==> config.mk <==
export PLATFORM = sky130hd
export DESIGN_NAME = mssb_cfg_regs
export DESIGN_NICKNAME = d
export VERILOG_FILES = /design/src/rtl/mssb_pkg.sv /design/src/rtl/mssb_cfg_regs.sv
export SDC_FILE = /design/constraint.sdc
export NUM_CORES = 1
export LEC_CHECK = 0
export ABC_AREA = 1
export BUFFER_PORTS_ARGS = -buffer_cell sky130_fd_sc_hd__buf_4
export CORE_UTILIZATION = 31
export DETAILED_ROUTE_END_ITERATION = 10
export PLACE_DENSITY_LB_ADDON = 0.2
export SYNTH_ARGS = -nofsm -noshare
export SYNTH_HDL_FRONTEND = slang
export SYNTH_SLANG_ARGS = --single-unit
export TNS_END_PERCENT = 20
==> constraint.sdc <==
create_clock -name clk -period 0.8 [get_ports clk]
set_clock_uncertainty 0.05 [all_clocks]
set_input_delay 0 -clock clk [delete_from_list [all_inputs] [get_ports clk]]
set_output_delay 0 -clock clk [all_outputs]
set_load 0.02 [all_outputs]
==> src/rtl/mssb_pkg.sv <==
// ----------------------------------------------------------------------------
// mssb_pkg
// Shared types and constants for the merge-split sorted blocks unit.
// ----------------------------------------------------------------------------
`default_nettype none

package mssb_pkg;

  localparam int BLOCK_DEPTH_DEF = 32;
  localparam int KEY_BITS_DEF    = 32;

  localparam int COORD_BITS = 32;
  localparam int TAG_BITS   = 32;
  localparam int POINT_BITS = 2 * COORD_BITS + TAG_BITS;
  localparam int COUNT_BITS = 6;
  localparam int APB_ADDR_BITS = 4;
  localparam int APB_DATA_BITS = 32;

  localparam logic [1:0] REG_SORT_AXIS   = 2'd0;
  localparam logic [1:0] REG_KEEP_LOW    = 2'd1;
  localparam logic [1:0] REG_BLOCK_COUNT = 2'd2;

  localparam logic [COUNT_BITS-1:0] BLOCK_COUNT_RESET = 6'd32;

  typedef struct packed {
    logic [TAG_BITS-1:0]   tag;
    logic [COORD_BITS-1:0] y;
    logic [COORD_BITS-1:0] x;
  } point_t;

  typedef struct packed {
    logic                  sort_axis;
    logic                  keep_low;
    logic [COUNT_BITS-1:0] block_count;
  } cfg_t;

endpackage

`default_nettype wire

==> src/rtl/mssb_cfg_regs.sv <==
// ----------------------------------------------------------------------------
// mssb_cfg_regs
// APB register file holding the sort axis, the kept half and the block count.
// ----------------------------------------------------------------------------
`default_nettype none

module mssb_cfg_regs (
  input  wire logic                                clk,
  input  wire logic                                rst,
  input  wire logic                                psel,
  input  wire logic                                penable,
  input  wire logic                                pwrite,
  input  wire logic [mssb_pkg::APB_ADDR_BITS-1:0]  paddr,
  input  wire logic [mssb_pkg::APB_DATA_BITS-1:0]  pwdata,
  output logic      [mssb_pkg::APB_DATA_BITS-1:0]  prdata,
  output logic                                     pready,
  output mssb_pkg::cfg_t                           cfg
);
  import mssb_pkg::*;

  logic [1:0] reg_index;
  logic       wr_en;

  assign reg_index = paddr[3:2];
  assign wr_en     = psel & penable & pwrite;
  assign pready    = 1'b1;

  always_ff @(posedge clk) begin
    if (rst) begin
      cfg.sort_axis   <= 1'b0;
      cfg.keep_low    <= 1'b1;
      cfg.block_count <= BLOCK_COUNT_RESET;
    end else if (wr_en) begin
      case (reg_index)
        REG_SORT_AXIS:   cfg.sort_axis   <= pwdata[0];
        REG_KEEP_LOW:    cfg.keep_low    <= pwdata[0];
        REG_BLOCK_COUNT: cfg.block_count <= pwdata[COUNT_BITS-1:0];
        default: ;
      endcase
    end
  end

  always_comb begin
    case (reg_index)
      REG_SORT_AXIS:   prdata = APB_DATA_BITS'(cfg.sort_axis);
      REG_KEEP_LOW:    prdata = APB_DATA_BITS'(cfg.keep_low);
      REG_BLOCK_COUNT: prdata = APB_DATA_BITS'(cfg.block_count);
      default:         prdata = '0;
    endcase
  end

endmodule

`default_nettype wire

[Word level (Yosys, flattened, before mapping)]
Cells that the tools add are included.
Storage, ports and cells
  register bits: 8
  input port bits: 41
  output and inout bits: 41
  word-level logic and storage cells: 12
Cells by class
  eq/ne operators: 2
  mux-type cells: 1
  bitwise operators: 2
  reductions and logical operators: 4
Operator list (count)
  $pmux 6 s3: 1
  $reduce_and 2->1: 3
  $and 1x1->1: 2
  $eq 2x1->1 const B: 1
  $eq 2x2->1 const B: 1
  $logic_not 2->1: 1

[Logic depth before layout (Yosys ltp)]
  word-level depth: 3
  gate-level depth with buffers: 5
  mapped depth without buffers: 5

[Worst setup path before layout]
OpenSTA, ideal clock, no wires.
  path kind: register to output
  from: register cfg[1] in the netlist's numbering
  to: output prdata[1] in the netlist's numbering
  data arrival time: 798 ps
  required time: 750 ps
  path slack: -48 ps
  stages on the path, launching flop included: 3
  buffers on the path: 0
  cell sequence: dfxtp_1 -> inv_1 -> nor2_1
On the way
  word-level cells in the longest chain between the ends: 1
Ends and longest elaborated chain
  from (decl): line mssb_cfg_regs.sv:17  | output mssb_pkg::cfg_t cfg
  $pmux 6 s3: line mssb_cfg_regs.sv:44  | case (reg_index)
  to (decl): line mssb_cfg_regs.sv:15  | output logic [mssb_pkg::APB_DATA_BITS-1:0] prdata,
Every way passes these cells.

[Final worst setup path]
  from: register cfg[0] in the netlist's numbering
  to: output prdata[0] in the netlist's numbering
The elaborated chain is that of the path after synthesis.

==> summary.md <==
| Metric | Value |
|---|---|
| Run status | `finished, violations left` |
| Failing checks | `negative setup slack` |
| Commonest non-fill, non-tap cell in the layout | `sky130_fd_sc_hd__conb_1` |
| First-pass GRT wire length | `1.80 mm` |
| Max-cap violations | `0` |
| Worst-path fanout max | `3` |
| Area share of the largest cell type after synthesis | `31.0%` |
| Worst hold path endpoint | `cfg[2]$_SDFFE_PP0P_` |
| Setup Crit Path Kind | `flop to primary output` |
| Post-DR vias/cell | `3.74` |
| Pin count of the biggest net entering global routing | `10` |
| Largest register by flop count | `cfg` |
| Core Footprint | `0.00196 mm2` |
| Number of instances in the placed design | `150` |
| Hold Path Cell Cnt | `5` |
| Buffer cell driving the clock tree root | `sky130_fd_sc_hd__clkbuf_4` |
| Most used cells in the layout excluding fill and tap cells | `sky130_fd_sc_hd__conb_1, sky130_fd_sc_hd__buf_4, sky130_fd_sc_hd__nor2_1` |
| Detailed-router iteration count before antenna repair | `2` |
| Cell at the slowest stage of the critical path | `sky130_fd_sc_hd__dfxtp_2` |
| Number of flip-flops and latches in the synthesized netlist | `8` |
| Number of remaining DRC errors | `0` |
| Total power divided by cell area | `1170 mW/mm2` |
| Maximum clock frequency | `1100 MHz` |
| Final WS setup | `-0.109 ns` |
| Sequential fraction of the synthesis area | `24.5%` |
| Final setup vio count | `8` |
| Share of the cycle needed by the critical path after routing | `114%` |
| Place WS | `-0.0129 ns` |
| Syn Area/Cell | `6.60 um2` |
| Setup repair after global routing missed its margin | `true` |
| Input/output buffers | `26` |
| Flip-flop count of the largest register, all copies and words added | `8` |
| Die area | `0.00229 mm2` |
| Total power draw | `1.04 mW` |
| Final-report hold violation count | `0` |
| Overall track demand over capacity in global routing | `11.2%` |
| Post-route non-filler standard cell count | `158` |
| Number of warnings issued by yosys | `0` |
| Final WL | `1.20 mm` |
| Vias in the first global route | `429` |
| FILL cells | `224` |
| Final Wtd Congestion | `0.666` |
| Net count of the finished layout | `174` |
| Number of H-tree branching levels | `1` |
| Reg-to-Reg Start | `cfg[2]$_SDFFE_PP0P_` |
| Num rows | `16` |
| Min Tclk post-route | `0.909 ns` |
| Signed area change from the synthesized netlist to the final layout | `35.4%` |
| Longest Clk Path Bufs | `2` |
| Post-detailed-placement half-perimeter wirelength | `932 um` |
| Number of buffers inserted during clock tree synthesis | `3` |
| Overall overflow remaining after global route | `0` |
| Required time of the worst setup path | `0.75 ns` |
| Post-synthesis cell type with the largest combined area | `sky130_fd_sc_hd__buf_4` |
| Antenna violations before repair | `0` |
| Antenna viol nets, final | `0` |
| DR iter-0 viols | `3` |
| Number of antenna repair diodes | `0` |
| Leakage power figure | `0.500 nW` |
| Critical path startpoint category | `flop` |
| DR WL/cell | `7.61 um` |
| Worst reg-to-reg setup slack | `0.06 ns` |
| Arrival time at the worst endpoint | `0.86 ns` |
| Total vias in the final route | `591` |
| Reg2Reg Depth | `3` |
| Kind of end point of the critical path | `primary output` |
| Top Ports | `82` |
| Largest registers in the final layout | `cfg x8` |
| Cell Chain, Critical Path | `nand2_1 -> nand3_2 -> buf_6` |
| Starting Density | `33.3%` |
| Start point of the worst min-delay path | `pwdata[2]` |
| Clock tree from TritonCTS | `done` |
| Count of distinct cell types in the synthesized netlist | `14` |
| Main area contributors after synthesis | `sky130_fd_sc_hd__buf_4, sky130_fd_sc_hd__dfxtp_1, sky130_fd_sc_hd__nor2_1, sky130_fd_sc_hd__nand3_1, sky130_fd_sc_hd__inv_1` |
| Maximum VDD drop | `0.525 mV` |
| Max-slew violation total from the final report | `0` |
| Clock Pin Slew Worst Setup and Hold Paths | `0.06 ns` |
| Die Span Y | `47.9 um` |
| Post-synthesis cell area | `653 um2` |
| Slowest Stage Delay on Critical Path | `0.33 ns` |
| Worst-skew pair later-pin latency | `0.25 ns` |
| FF-to-FF End | `cfg[2]$_SDFFE_PP0P_` |
| Worst Hold Class | `input pin to flop` |
| CTS Sinks | `8` |
| Cells after synthesis | `99` |
| Chip width | `47.9 um` |
| Proportion of layout cells with a drive suffix above 1 | `38.9%` |
[metal layers]
metal	vias up	share of wire, %	global-route usage [%]
li1	311	-	-
met5	-	0	0
met3	2	8.9	3.40
met4	0	0.42	1.67
met1	245	44	15.0
met2	33	47	18.1
[synth_stat cells, drive strengths merged]
master and number:
dfxtp 8, o21ai 1, nand2 14, a21oi 1, inv 14, conb 2, nand3 11, nor2 21
buf 27
[repair_timing]
action                     CTS  global route
setup endpoints to repair   11            12
hold buffers                 2             0
setup buffers                1             2
gates resized for setup     13             7
hold endpoints to repair     2             0
pin swaps                    6             1
[critical path, delay by kind of cell, from the launching register on]
family        cells  cell delay, ns
flops             1            0.33
buf+inv           1            0.13
simple gates      2            0.15
[worst max path at each step]
stage / from / cells past startpoint / slack (ns) / endpoint
5_1_grt: cfg[3]$_SDFFE_PP0P_ / 3 / -0.15 / prdata[3]
3_3_place_gp: psel / 6 / -0.01 / cfg[7]$_SDFFE_PP0P_
2_1_floorplan: cfg[2]$_SDFFE_PP0P_ / 2 / -0.05 / prdata[2]
6_report: cfg[0]$_SDFFE_PP0P_ / 3 / -0.11 / prdata[0]
3_5_place_dp: psel / 6 / -0.01 / cfg[7]$_SDFFE_PP0P_
4_1_cts: cfg[0]$_SDFFE_PP0P_ / 3 / -0.11 / prdata[0]
[metrics by stage]
step	setup TNS, ns	cell area (um2)	hold slack, ns	util (%)
2_1_floorplan	-0.186	749	0.0763	-
3_3_place_gp	-0.0223	776	0.164	39.5
6_report	-0.679	885	0.0116	45.1
5_1_grt	-1.07	885	0.0528	45.1
3_5_place_dp	-0.0696	776	0.192	39.5
4_1_cts	-0.661	847	0.0125	43.2
[logic make-up after synthesis]
| family | synth area share, % |
|---|---|
| buffers and inverters | 39.1 |
| AND/OR/NAND/NOR | 33.7 |
| AO/OA/AOI/OAI | 1.53 |
| flip-flops | 24.5 |
| other | 1.15 |
[power by group]
part           leakage, nW  total, mW  internal, mW  switching (mW)
Sequential          0.0668      0.416         0.409         0.00724
Clock               0.0138      0.309         0.172           0.137
Combinational        0.419      0.314        0.0986           0.215
Total                0.500       1.04         0.679           0.360
[area by class of cell]
type	instances	area (um2)	share of cell area, %
sequential	8	170	19.2
tap	27	33.8	3.82
inverter	14	52.6	5.94
timing repair buffer	31	264	29.8
multi-input combinational	75	342	38.6
clock buffer	3	22.5	2.55
(Power assumes the default switching activity.)
